==> config.mk <==
export PLATFORM = sky130hd
export DESIGN_NAME = gcode_axis_word_parser
export DESIGN_NICKNAME = d
export VERILOG_FILES = /design/src/gawp_pkg.sv /design/src/gawp_queue.sv /design/src/gawp_front.sv /design/src/gawp_exec.sv /design/src/gcode_axis_word_parser.sv
export VERILOG_INCLUDE_DIRS = /design/src /design/src/src
export SDC_FILE = /design/constraint.sdc
export NUM_CORES = 2
export LEC_CHECK = 0
export BUFFER_PORTS_ARGS = -buffer_cell sky130_fd_sc_hd__buf_2
export CORE_ASPECT_RATIO = 1.4
export CORE_MARGIN = 2
export CORE_UTILIZATION = 28
export DETAILED_ROUTE_END_ITERATION = 8
export PLACE_DENSITY_LB_ADDON = 0.08
export SYNTH_ARGS = -nofsm -noshare
export SYNTH_HDL_FRONTEND = slang
export SYNTH_HIERARCHICAL = 1
export SYNTH_SLANG_ARGS = --single-unit
==> constraint.sdc <==
create_clock -name clk -period 9.85 [get_ports clk]
set_clock_uncertainty 0.2 [all_clocks]
set_input_delay 0.985 -clock clk [delete_from_list [all_inputs] [get_ports clk]]
set_output_delay 0.985 -clock clk [all_outputs]
set_load 0.05 [all_outputs]
==> src/assert_macros.svh <==
// ----------------------------------------------------------------------------
// Assertion macros
// Shared concurrent assertion forms, clocked on clk and held off during arst_n.
// ----------------------------------------------------------------------------
`ifndef ASSERT_MACROS_SVH
`define ASSERT_MACROS_SVH

// Same-cycle implication
`define GAWP_ASSERT_IMPL(lbl, ante, cons, msg) \
	lbl: assert property (@(posedge clk) disable iff (!arst_n) (ante) |-> (cons)) \
		else $error(msg);

// Next-cycle implication
`define GAWP_ASSERT_NEXT(lbl, ante, cons, msg) \
	lbl: assert property (@(posedge clk) disable iff (!arst_n) (ante) |=> (cons)) \
		else $error(msg);

`endif

==> src/gawp_pkg.sv <==
// ----------------------------------------------------------------------------
// gawp_pkg
// Types, codes and constants shared by the G-code axis word parser.
// ----------------------------------------------------------------------------
package gawp_pkg;

	// Defaults for the top-level parameters
	localparam int MaxWordLenDef     = 20;
	localparam int FractionDigitsDef = 4;
	localparam int ValueBitsDef      = 48;

	// Fixed width of the position ports
	localparam int OutW = 48;

	// Characters that steer the parser
	localparam logic [7:0] ChNewline = 8'h0A;
	localparam logic [7:0] ChOpen    = 8'h28;
	localparam logic [7:0] ChClose   = 8'h29;
	localparam logic [7:0] ChPoint   = 8'h2E;
	localparam logic [7:0] ChZero    = 8'h30;
	localparam logic [7:0] ChNine    = 8'h39;

	typedef enum logic [1:0] {
		AXIS_NONE = 2'd0,
		AXIS_X    = 2'd1,
		AXIS_Y    = 2'd2,
		AXIS_Z    = 2'd3
	} axis_t;

	typedef enum logic [1:0] {
		ERR_NONE     = 2'd0,
		ERR_NO_AXIS  = 2'd1,
		ERR_TOO_LONG = 2'd2,
		ERR_NO_VALUE = 2'd3
	} err_t;

	// Byte classes produced by the front end
	typedef enum logic [2:0] {
		CLS_OTHER   = 3'd0,
		CLS_NEWLINE = 3'd1,
		CLS_OPEN    = 3'd2,
		CLS_CLOSE   = 3'd3,
		CLS_AXIS    = 3'd4,
		CLS_DIGIT   = 3'd5,
		CLS_POINT   = 3'd6
	} cls_t;

	// One classified byte
	typedef struct packed {
		cls_t        cls;
		axis_t       axis;
		logic [3:0]  digit;
		logic        last;
	} item_t;

	// One result of a parse request
	typedef struct packed {
		logic [OutW-1:0] pos_x;
		logic [OutW-1:0] pos_y;
		logic [OutW-1:0] pos_z;
		err_t            err;
	} result_t;

	// Powers of ten for digit weights (up to 10^7, fits 24 bits)
	function automatic logic [23:0] pow10(input logic [2:0] k);
		logic [23:0] p;
		case (k)
			3'd0:    p = 24'd1;
			3'd1:    p = 24'd10;
			3'd2:    p = 24'd100;
			3'd3:    p = 24'd1000;
			3'd4:    p = 24'd10000;
			3'd5:    p = 24'd100000;
			3'd6:    p = 24'd1000000;
			default: p = 24'd10000000;
		endcase
		return p;
	endfunction

endpackage

==> src/gawp_queue.sv <==
// ----------------------------------------------------------------------------
// gawp_queue
// Two-entry first-in first-out queue with full and empty flags.
// ----------------------------------------------------------------------------
module gawp_queue #(
	parameter int W = 8
) (
	input  logic         clk,
	input  logic         arst_n,
	input  logic         wr_en,
	input  logic [W-1:0] wr_data,
	input  logic         rd_en,
	output logic [W-1:0] rd_data,
	output logic         full,
	output logic         empty
);

	logic [W-1:0] slot0_q;
	logic [W-1:0] slot1_q;
	logic         wr_ptr_q;
	logic         rd_ptr_q;
	logic [1:0]   count_q;
	logic         do_wr;
	logic         do_rd;

	assign full  = (count_q == 2'd2);
	assign empty = (count_q == 2'd0);
	assign do_wr = wr_en && !full;
	assign do_rd = rd_en && !empty;

	assign rd_data = rd_ptr_q ? slot1_q : slot0_q;

	// Pointers and fill count
	always_ff @(posedge clk or negedge arst_n) begin
		if (!arst_n) begin
			wr_ptr_q <= 1'b0;
			rd_ptr_q <= 1'b0;
			count_q  <= 2'd0;
		end else begin
			if (do_wr) begin
				wr_ptr_q <= !wr_ptr_q;
			end
			if (do_rd) begin
				rd_ptr_q <= !rd_ptr_q;
			end
			if (do_wr && !do_rd) begin
				count_q <= count_q + 2'd1;
			end else if (do_rd && !do_wr) begin
				count_q <= count_q - 2'd1;
			end
		end
	end

	// Entry storage
	always_ff @(posedge clk) begin
		if (do_wr && !wr_ptr_q) begin
			slot0_q <= wr_data;
		end
		if (do_wr && wr_ptr_q) begin
			slot1_q <= wr_data;
		end
	end

endmodule

==> src/gawp_front.sv <==
// ----------------------------------------------------------------------------
// gawp_front
// Classifies each incoming byte and queues it for the executing stage.
// ----------------------------------------------------------------------------
module gawp_front (
	input  logic            clk,
	input  logic            arst_n,
	input  logic            push,
	output logic            full,
	input  logic [7:0]      data_byte,
	input  logic            last_byte,
	output gawp_pkg::item_t item,
	output logic            item_valid,
	input  logic            item_take
);

	localparam int ItemW = $bits(gawp_pkg::item_t);

	gawp_pkg::item_t  cls_item;
	logic [ItemW-1:0] q_rd_data;
	logic             q_empty;

	// Byte classification
	always_comb begin
		cls_item.cls   = gawp_pkg::CLS_OTHER;
		cls_item.axis  = gawp_pkg::AXIS_NONE;
		cls_item.digit = 4'(data_byte - gawp_pkg::ChZero);
		cls_item.last  = last_byte;
		if (data_byte == gawp_pkg::ChNewline) begin
			cls_item.cls = gawp_pkg::CLS_NEWLINE;
		end else if (data_byte == gawp_pkg::ChOpen) begin
			cls_item.cls = gawp_pkg::CLS_OPEN;
		end else if (data_byte == gawp_pkg::ChClose) begin
			cls_item.cls = gawp_pkg::CLS_CLOSE;
		end else if (data_byte == gawp_pkg::ChPoint) begin
			cls_item.cls = gawp_pkg::CLS_POINT;
		end else if (data_byte inside {[gawp_pkg::ChZero:gawp_pkg::ChNine]}) begin
			cls_item.cls = gawp_pkg::CLS_DIGIT;
		end else if (data_byte inside {8'h58, 8'h78}) begin
			cls_item.cls  = gawp_pkg::CLS_AXIS;
			cls_item.axis = gawp_pkg::AXIS_X;
		end else if (data_byte inside {8'h59, 8'h79}) begin
			cls_item.cls  = gawp_pkg::CLS_AXIS;
			cls_item.axis = gawp_pkg::AXIS_Y;
		end else if (data_byte inside {8'h5A, 8'h7A}) begin
			cls_item.cls  = gawp_pkg::CLS_AXIS;
			cls_item.axis = gawp_pkg::AXIS_Z;
		end
	end

	// Queue between classifier and executor
	gawp_queue #(
		.W(ItemW)
	) u_item_q (
		.clk    (clk),
		.arst_n (arst_n),
		.wr_en  (push),
		.wr_data(cls_item),
		.rd_en  (item_take),
		.rd_data(q_rd_data),
		.full   (full),
		.empty  (q_empty)
	);

	assign item       = gawp_pkg::item_t'(q_rd_data);
	assign item_valid = !q_empty;

endmodule

==> src/gawp_exec.sv <==
// ----------------------------------------------------------------------------
// gawp_exec
// Runs the word state for each classified byte and keeps the axis positions.
// ----------------------------------------------------------------------------
module gawp_exec #(
	parameter int MAX_WORD_LEN    = gawp_pkg::MaxWordLenDef,
	parameter int FRACTION_DIGITS = gawp_pkg::FractionDigitsDef,
	parameter int VALUE_BITS      = gawp_pkg::ValueBitsDef
) (
	input  logic              clk,
	input  logic              arst_n,
	input  gawp_pkg::item_t   item,
	input  logic              item_valid,
	output logic              item_take,
	output gawp_pkg::result_t res,
	output logic              res_push,
	input  logic              res_full
);

	localparam int               VB      = VALUE_BITS;
	localparam int               OutPad  = gawp_pkg::OutW;
	localparam int               WCW     = $clog2(MAX_WORD_LEN);
	localparam logic [WCW-1:0]   WcLimit = WCW'(MAX_WORD_LEN - 1);
	localparam logic [2:0]       FdCnt   = 3'(FRACTION_DIGITS);
	localparam logic [23:0]      IntStep = gawp_pkg::pow10(FdCnt);
	localparam logic [VB-1:0]    ValMax  = {VB{1'b1}};

	// Parser state; scaled holds the open value already in final units
	typedef struct packed {
		gawp_pkg::axis_t open_axis;
		logic [WCW-1:0]  word_chars;
		logic            point_seen;
		logic            stopped;
		logic [2:0]      frac_count;
		logic [VB-1:0]   scaled;
		gawp_pkg::err_t  err;
		logic [VB-1:0]   pos_x;
		logic [VB-1:0]   pos_y;
		logic [VB-1:0]   pos_z;
	} pst_t;

	pst_t              st_q;
	pst_t              nx;
	logic              in_comment_q;
	logic              nx_comment;
	logic [23:0]       int_add;
	logic [23:0]       frac_add;
	logic [2:0]        frac_idx;
	logic [VB+4:0]     int_sum;
	logic [VB:0]       frac_sum;
	logic [VB-1:0]     scaled_int;
	logic [VB-1:0]     scaled_frac;
	logic [VB+OutPad-1:0] ext_x;
	logic [VB+OutPad-1:0] ext_y;
	logic [VB+OutPad-1:0] ext_z;

	// Write the open word to its axis, or flag an empty word, then close it
	function automatic pst_t commit_word(input pst_t s);
		pst_t r;
		r = s;
		if (s.open_axis != gawp_pkg::AXIS_NONE) begin
			if (s.word_chars == '0) begin
				r.err = gawp_pkg::ERR_NO_VALUE;
			end else begin
				case (s.open_axis)
					gawp_pkg::AXIS_X: r.pos_x = s.scaled;
					gawp_pkg::AXIS_Y: r.pos_y = s.scaled;
					default:          r.pos_z = s.scaled;
				endcase
			end
			r.open_axis  = gawp_pkg::AXIS_NONE;
			r.word_chars = '0;
			r.point_seen = 1'b0;
			r.stopped    = 1'b0;
			r.frac_count = 3'd0;
			r.scaled     = '0;
		end
		return r;
	endfunction

	assign item_take = item_valid && !res_full;
	assign res_push  = item_take && item.last;

	// Integer digit: value times ten plus the digit's full weight, saturated
	assign int_add    = 24'(28'(item.digit) * 28'(IntStep));
	assign int_sum    = ({5'd0, st_q.scaled} << 3) + ({5'd0, st_q.scaled} << 1)
		+ (VB+5)'(int_add);
	assign scaled_int = (|int_sum[VB+4:VB]) ? ValMax : int_sum[VB-1:0];

	// Fraction digit: add the digit at its place weight, saturated
	assign frac_idx    = FdCnt - 3'd1 - st_q.frac_count;
	assign frac_add    = 24'(28'(item.digit) * 28'(gawp_pkg::pow10(frac_idx)));
	assign frac_sum    = {1'b0, st_q.scaled} + (VB+1)'(frac_add);
	assign scaled_frac = frac_sum[VB] ? ValMax : frac_sum[VB-1:0];

	// Next state for one byte
	always_comb begin
		nx         = st_q;
		nx_comment = in_comment_q;
		if (st_q.err == gawp_pkg::ERR_NONE) begin
			if (item.cls == gawp_pkg::CLS_NEWLINE) begin
				// commits even inside a comment; the comment stays open
				nx = commit_word(nx);
			end else if (in_comment_q) begin
				if (item.cls == gawp_pkg::CLS_CLOSE) begin
					nx_comment = 1'b0;
				end
			end else begin
				case (item.cls)
					gawp_pkg::CLS_OPEN: begin
						nx_comment = 1'b1;
					end
					gawp_pkg::CLS_AXIS: begin
						nx = commit_word(nx);
						if (nx.err == gawp_pkg::ERR_NONE) begin
							nx.open_axis = item.axis;
						end
					end
					gawp_pkg::CLS_DIGIT, gawp_pkg::CLS_POINT: begin
						if (st_q.open_axis == gawp_pkg::AXIS_NONE) begin
							nx.err = gawp_pkg::ERR_NO_AXIS;
						end else if (st_q.word_chars >= WcLimit) begin
							nx.err = gawp_pkg::ERR_TOO_LONG;
						end else begin
							nx.word_chars = st_q.word_chars + WCW'(1);
							if (!st_q.stopped) begin
								if (item.cls == gawp_pkg::CLS_POINT) begin
									// a second point freezes the value
									if (st_q.point_seen) begin
										nx.stopped = 1'b1;
									end else begin
										nx.point_seen = 1'b1;
									end
								end else if (!st_q.point_seen) begin
									nx.scaled = scaled_int;
								end else if (st_q.frac_count < FdCnt) begin
									nx.frac_count = st_q.frac_count + 3'd1;
									nx.scaled     = scaled_frac;
								end
							end
						end
					end
					default: begin
					end
				endcase
			end
		end

		// End of request: final commit, report, then clear all but positions
		if (item.last) begin
			if (nx.err == gawp_pkg::ERR_NONE) begin
				nx = commit_word(nx);
			end
		end
		ext_x   = {{OutPad{1'b0}}, nx.pos_x};
		ext_y   = {{OutPad{1'b0}}, nx.pos_y};
		ext_z   = {{OutPad{1'b0}}, nx.pos_z};
		res.pos_x = ext_x[OutPad-1:0];
		res.pos_y = ext_y[OutPad-1:0];
		res.pos_z = ext_z[OutPad-1:0];
		res.err   = nx.err;
		if (item.last) begin
			nx.open_axis  = gawp_pkg::AXIS_NONE;
			nx.word_chars = '0;
			nx.point_seen = 1'b0;
			nx.stopped    = 1'b0;
			nx.frac_count = 3'd0;
			nx.scaled     = '0;
			nx.err        = gawp_pkg::ERR_NONE;
			nx_comment    = 1'b0;
		end
	end

	// State register
	always_ff @(posedge clk or negedge arst_n) begin
		if (!arst_n) begin
			st_q         <= '0;
			in_comment_q <= 1'b0;
		end else if (item_take) begin
			st_q         <= nx;
			in_comment_q <= nx_comment;
		end
	end

endmodule

==> src/gcode_axis_word_parser.sv <==
// ----------------------------------------------------------------------------
// gcode_axis_word_parser
// G-code X/Y/Z word parser with queue-style byte input and result output.
// ----------------------------------------------------------------------------
// Bytes are pushed one per clock while full is low; the parser sustains one
// byte per cycle while the result queue has room, bounded by the combinational
// multiply-by-ten and add that updates the open value. A byte is classified,
// waits in a two-entry queue and is executed when the executor takes it; a
// byte marked last places its result (X, Y, Z positions in 10^-4 units and
// the error code) in a two-entry result queue, whose head drives the outputs.
// A full result queue holds the executor, and the byte queue then fills and
// raises full. Positions persist across requests; everything else restarts
// after each last byte. After reset no clearing pass is needed.
`include "assert_macros.svh"

module gcode_axis_word_parser #(
	parameter int MAX_WORD_LEN    = gawp_pkg::MaxWordLenDef,
	parameter int FRACTION_DIGITS = gawp_pkg::FractionDigitsDef,
	parameter int VALUE_BITS      = gawp_pkg::ValueBitsDef
) (
	input  logic                      clk,
	input  logic                      arst_n,
	input  logic                      push,
	output logic                      full,
	input  logic [7:0]                data_byte,
	input  logic                      last_byte,
	output logic                      empty,
	input  logic                      pop,
	output logic [gawp_pkg::OutW-1:0] pos_x,
	output logic [gawp_pkg::OutW-1:0] pos_y,
	output logic [gawp_pkg::OutW-1:0] pos_z,
	output logic [1:0]                error_code
);

	localparam int ResW = $bits(gawp_pkg::result_t);

	gawp_pkg::item_t   item;
	logic              item_valid;
	logic              item_take;
	gawp_pkg::result_t res;
	logic              res_push;
	logic              res_full;
	logic              res_empty;
	logic [ResW-1:0]   res_rd_data;
	gawp_pkg::result_t res_head;

	// Front end: classify and queue
	gawp_front u_front (
		.clk       (clk),
		.arst_n    (arst_n),
		.push      (push),
		.full      (full),
		.data_byte (data_byte),
		.last_byte (last_byte),
		.item      (item),
		.item_valid(item_valid),
		.item_take (item_take)
	);

	// Back end: word state and positions
	gawp_exec #(
		.MAX_WORD_LEN   (MAX_WORD_LEN),
		.FRACTION_DIGITS(FRACTION_DIGITS),
		.VALUE_BITS     (VALUE_BITS)
	) u_exec (
		.clk       (clk),
		.arst_n    (arst_n),
		.item      (item),
		.item_valid(item_valid),
		.item_take (item_take),
		.res       (res),
		.res_push  (res_push),
		.res_full  (res_full)
	);

	// Result queue
	gawp_queue #(
		.W(ResW)
	) u_res_q (
		.clk    (clk),
		.arst_n (arst_n),
		.wr_en  (res_push),
		.wr_data(res),
		.rd_en  (pop),
		.rd_data(res_rd_data),
		.full   (res_full),
		.empty  (res_empty)
	);

	assign res_head   = gawp_pkg::result_t'(res_rd_data);
	assign empty      = res_empty;
	assign pos_x      = res_head.pos_x;
	assign pos_y      = res_head.pos_y;
	assign pos_z      = res_head.pos_z;
	assign error_code = res_head.err;

	// Checks
	`GAWP_ASSERT_IMPL(a_res_no_overflow, res_push, !res_full, "result written to full queue")
	`GAWP_ASSERT_NEXT(a_last_gives_result, item_take && item.last, !res_empty, "result lost")
	`GAWP_ASSERT_NEXT(a_push_lands, push && !full && !item_valid, item_valid, "byte lost")

endmodule
; ---- Yosys cells after proc, flatten, opt, wreduce, memory -nomap -nowiden
; Index checks and enable logic that the tools add are counted.
[word_totals]
in_bits = 13
word_cells = 181
output_inout_bits = 148
regBits = 527
[classes]
n_addsub = 11
n_mul = 2
n_reduce_logical = 49
muxes = 65
n_lt_le_gt_ge = 4
n_eq_ne = 29
[op_table]
columns = cell, count
row1 = 206-bit 2-to-1 mux, 11
row2 = 144-bit 2-to-1 mux, 3
row3 = 48-bit 2-to-1 mux, 9
row4 = 24-bit one-hot mux with 7 select lines, 1
row5 = 146-bit 2-to-1 mux, 1
row6 = 60-bit one-hot mux with 2 select lines, 1
row7 = 58-bit 2-to-1 mux, 2
row8 = 51-bit 2-to-1 mux, 2
row9 = 62-bit 2-to-1 mux, 1
row10 = 53-bit by 18-bit adder with 53-bit output, 1
row11 = 53-bit 2-to-1 mux, 1
row12 = 51-bit by 49-bit adder with 52-bit output, 1
row13 = 48-bit by 24-bit adder with 49-bit output, 1
row14 = "8-bit by 7-bit == test with 1-bit output, second input constant", 6
row15 = 2-bit 2-to-1 mux, 16
row16 = "8-bit by 6-bit == test with 1-bit output, second input constant", 3
row17 = 4-bit by 24-bit multiplier with 24-bit output, 1
row18 = "3-bit == test, second input constant", 6
row19 = 3-bit 2-to-1 mux, 6
row20 = 2-bit nonzero test, 8
row21 = 1-bit logical AND, 15
row22 = 5-bit 2-to-1 mux, 3
row23 = "4-bit by 10-bit multiplier with 14-bit output, second input constant", 1
row24 = "3-bit by 2-bit == test with 1-bit output, second input constant", 4
row25 = other kinds (24), 56

; ---- Depth between registers and ports, before layout
[logic_depth]
depth_word = 24
mapped_depth = 37
mapped_depth_nobuf = 34

; ---- Modules after synthesis
; The synthesis kept the hierarchy.
[modules_own_cells]
columns = mod, instances, cells_per_inst, area_per_inst_um2
row1 = gawp_exec, 1, 3281, 24240.7
row2 = gawp_queue (u_res_q), 1, 473, 10782.8
row3 = gawp_queue (u_front.u_item_q), 1, 50, 919.6
row4 = gawp_front, 1, 19, 147.6

; ---- Least setup slack after synthesis
; OpenSTA, ideal clock, no wires.
[synth_path]
kind = reg2reg
startpoint = register u_res_q.count_q[0]
endpoint = register u_res_q.slot0_q[0] (enable)
stages_incl_launch_ff = 10
synth_period_minus_slack_ps = 8274
slack_ps = 1576
required_time_ps = 8997
arrival_time_ps = 7421
path_cell_list = dfrtp_1 -> nand2b_1 -> inv_1 -> nand2b_1 -> inv_1 -> clkbuf_1 -> nand2_1 -> inv_1 -> nand2_1 -> nor2_1
[synth_between]
elab_chain_len = 6
[synth_rtl]
columns = item, line
row1 = start: declaration, gawp_queue.sv:22  ; logic [1:0] count_q;
row2 = start signal: assignment, gawp_queue.sv:47  ; count_q <= count_q + 2'd1;
row3 = start signal: assignment, gawp_queue.sv:49  ; count_q <= count_q - 2'd1;
row4 = 2-bit == test, gawp_queue.sv:26  ; assign full = (count_q == 2'd2);
row5 = named net res_full, gcode_axis_word_parser.sv:42  ; logic res_full;
row6 = 1-bit zero test, gawp_exec.sv:81  ; assign item_take = item_valid && !res_full;
row7 = 1-bit logical AND, gawp_exec.sv:81
row8 = 1-bit logical AND, gawp_exec.sv:82  ; assign res_push = item_take && item.last;
row9 = named net res_push, gcode_axis_word_parser.sv:41  ; logic res_push;
row10 = 1-bit logical AND, gawp_queue.sv:28  ; assign do_wr = wr_en && !full;
row11 = 1-bit logical AND, gawp_queue.sv:56  ; if (do_wr && !wr_ptr_q) begin
row12 = end signal: assignment, gawp_queue.sv:57  ; slot0_q <= wr_data;
row13 = end: declaration, gawp_queue.sv:18  ; logic [W-1:0] slot0_q;
; The timed path passes the listed nets, and every way through them passes these cells.
; A chain may end at the register's enable or synchronous reset.

==> out/qor.yml <==
status:
  status: "complete, no violations"
job:
  drv_cap: 0
route:
  dr.pass1.iters: 5
  drt-initial-drc-count: 2371
  via_count: 29835
  wl_per_cell_microns: 26.5
  drc: 0
  vias_per_cell: 5.49
  ant_nets: 0
  wl_mm: 144
clock_network:
  clk_path_buf_depth: 3
  clk_pin_slew_ns: 0.06
  cts_tree: "yes"
  htreeDepth: 2
  clock-root-buffer: "clkbuf_16"
  clk_latency_ns: 0.68
  numCtsBuffers: 58
  cts_hold_buf: 0
  cts_setup_buffers: 0
  cts.sinks: 527
critical_path:
  rr_worst_depth: 34
  path_class: "flip-flop to flip-flop"
  r2r_start: "u_exec/st_q[194]"
  path_max_fanout: 9
  r2r_slack_ns: 0.79
  r2r_end: "u_res_q/slot0_q[138]"
  required_ns: 10.13
  cp.arrival_ns: 9.34
  crit_slowest_cell: "or4_4"
  path_buf_inv: 6
  crit_family: "compound AO/OA/AOI/OAI gates"
  max_stage_delay_ns: 0.58
  cp_common_cell: "a21oi_1"
  worstSetupEndpointType: "flip-flop"
  cp-start-kind: "flip-flop"
synth:
  synthXorXnorAreaFrac_pct: 2.45
  yosys_warnings: 6
  synthSimpleGateAreaFrac_pct: 14.4
  synth_nets: 4058
  ys_ff_latch: 527
  synth_top_family_by_area: "compound AO/OA/AOI/OAI gates"
  yosysSeqAreaShare_pct: 40.9
  synth_edf_count: 312
  muxShareOfSynthArea_pct: 5.05
  synthAdderAreaFrac_pct: 8.80
  synth_top_area_share_pct: 26.0
  ys.flop_type: "edfxtp_1"
  syn_area_sq_um: 36100
  synth_cells: 3823
  synthArstFlopShare_pct: 40.8
  synth_top_area_cell: "edfxtp_1"
  synthTopCellsByArea: "edfxtp_1 (26%), dfrtp_1 (15%), ha_1 (5.9%)"
  synth_cell_types: 104
  syn_area_per_cell_sq_um: 9.44
  synth-compound-area-share_pct: 20.5
floorplan:
  die-area_sq_um: 132000
  dieHeight_microns: 429
  ios: 161
  core_sq_um: 128000
  die_x_microns: 307
  fp-row-count: 155
  initial_utilization_pct: 28.3
pwr:
  p_int_w: 0.00721
  p_leak_nw: 15.9
  p_comb_share_pct: 58.1
  powerDensity_nw_per_um2: 357
  ir_worst_vdd_mv: 0.213
  power_frac_seq_pct: 25.3
  switching_share_pct: 49.2
  switching_power_w: 0.00697
  clkPwrFrac_pct: 16.6
sta:
  max-slew-margin-rel_pct: 16.4
  fmax_mhz: 110
  drv_slew: 0
  fin_setup_tns_ns: 0
  hold_violations: 0
  min_period_ns: 9.06
  fin_crit_sh_pct: 92.0
  rsz0062_at_grt: "no"
  worst_slack_ns: 0.791
  setup_viol: 0
  worst_slew_pin_slew_ns: 1.25
placed_design:
  place_hpwl_mm: 101
  place_congestion: 0.909
  place_ws_ns: 0.823
  numPortBuffers: 160
layout:
  final_net_count: 3970
  postLayoutCoreUtil_pct: 31.1
  fill_cells: 13361
  synthToLayoutAreaGrowth_pct: 9.93
  drive_above_1_share_pct: 15.6
grt:
  grt_pass1_vias: 29371
  antenna_found_initial: 2
  track_usage_pct: 21.3
  grt_overflow: 0
  grt_pass1_wl_mm: 210
  grt_max_degree: 115
worst_hold_path:
  min_path_type: "input pin to async pin"
-- through the flow --
stage               total power (W)  cell area (sq um)  hold WS, ns  instances
floorplan                   0.00976              36100        0.259       3823
global placement             0.0119              37600        0.280       5323
global route                 0.0151              39700        0.180       5434
detailed placement           0.0119              37600        0.295       5323
finish                       0.0142              39700        0.125       5436
CTS                          0.0143              39700        0.172       5433
-- final cells by class --
| type | count | area, sq um | area share [%] |
|---|---|---|---|
| clock inverters | 35 | 490 | 1.24 |
| well taps | 1648 | 2060 | 5.20 |
| diodes | 3 | 7.51 | 0.0189 |
| clock buffers | 75 | 1550 | 3.89 |
| multi-input cells | 2725 | 18600 | 46.9 |
| inverters | 169 | 634 | 1.60 |
| repair buffers | 254 | 1580 | 3.98 |
| flip-flops and latches | 527 | 14800 | 37.2 |
-- cell usage in the layout (no fill, tap or decap), drive strengths merged, types with 14 or more instances in the layout --
cell type  Yosys  final
nor3          50     50
xnor2         66     66
a21boi        16     16
a31oi         64     64
a211oi        48     48
a21o          57     57
xor2          35     35
ha           169    169
o21a          21     21
o22ai         80     80
a21oi        367    367
o32ai         63     63
or3           18     18
nor2         253    253
buf          207    254
mux2         157    157
nand2        445    445
o31ai         17     17
nand2b        31     31
nand4         25     25
inv          168    173
a221oi        23     23
nor2b         16     16
nand3         47     47
o211ai        32     32
and3         125    125
o21bai        17     17
clkinv         1     19
o221ai        14     14
o21ai        201    201
dfrtp        215    215
clkbuf       195     75
fa            53     53
and2          44     44
edfxtp       312    312
-- power groups by stage --
stage	clock network [W]	logic (W)	registers [W]
3_5_place_dp	0	0.00827	0.00363
5_1_grt	0.00251	0.00895	0.00366
4_1_cts	0.00243	0.00831	0.00359
6_report	0.00236	0.00824	0.00359
2_1_floorplan	0	0.00619	0.00357
3_3_place_gp	0	0.00830	0.00363
-- worst max-delay path by stage --
stage / slack [ns] / from / to / cells past startpoint
detailed placement: 0.82 / u_front/u_item_q/rd_ptr_q / u_res_q/slot1_q[136] / 31
CTS: 0.78 / u_exec/st_q[194] / u_res_q/slot0_q[68] / 34
global placement: 0.78 / u_front/u_item_q/rd_ptr_q / u_res_q/slot0_q[68] / 30
global route: 0.04 / u_exec/st_q[194] / u_res_q/slot1_q[70] / 34
floorplan: 1.58 / u_res_q/count_q[0] / u_res_q/slot0_q[0] / 9
finish: 0.79 / u_exec/st_q[194] / u_res_q/slot0_q[138] / 34
-- sequential cells by signal, summed over array words and instances (netlist names) --
name and flops:
u_res_q/count_q 2, u_res_q/slot1_q 146, u_front/u_item_q/slot0_q 10, u_front/u_item_q/slot1_q 10, u_res_q/wr_ptr_q 1, u_front/u_item_q/count_q 2
u_front/u_item_q/rd_ptr_q 1, u_exec/st_q 206, u_res_q/slot0_q 146, u_front/u_item_q/wr_ptr_q 1, u_res_q/rd_ptr_q 1, u_exec/in_comment_q 1
-- routing by layer --
metal / vias to the layer above / global-route usage, % / wire, microns
li1: 13675 / - / -
met1: 15104 / 27.6 / 62600
met2: 821 / 37.0 / 70600
met3: 233 / 1.72 / 5200
met4: 2 / 7.29 / 5430
met5: - / 0 / 17
-- cell families after synthesis --
kind of cell	after synthesis
compound gates	1129
simple gates	1111
buf+inv	571
flops	527
fa+ha+maj	222
mux	162
xor+xnor	101
-- what timing repair did --
action,4_1_cts,5_1_grt
endpoints found under the setup margin,0,8
resized for setup,0,2
endpoints found under the hold margin,0,0
-- Yosys cell counts, types with 13 or more instances --
master      n
buf_2      37
fa_1       53
o22ai_1    75
nor3_1     48
o21ai_0   178
buf_4     148
o21a_1     21
xor2_1     35
a211o_1    13
a21oi_1   360
nand2b_1   31
o221ai_1   13
inv_1     167
and3_1    125
a21boi_0   15
o21ai_1    22
edfxtp_1  312
xnor2_1    66
or3_1      18
buf_6      17
mux2_2    147
ha_1      169
nand2_1   444
nor2b_1    16
nand4_1    25
clkbuf_1  195
dfrtp_1   215
a211oi_1   38
o31ai_1    16
and2_1     44
o32ai_1    60
o211ai_1   28
a31oi_1    63
o21bai_1   17
nor2_1    252
a21o_1     56
nand3_1    47
a221oi_1   21
Note: power is estimated with default switching activity, not from simulation.
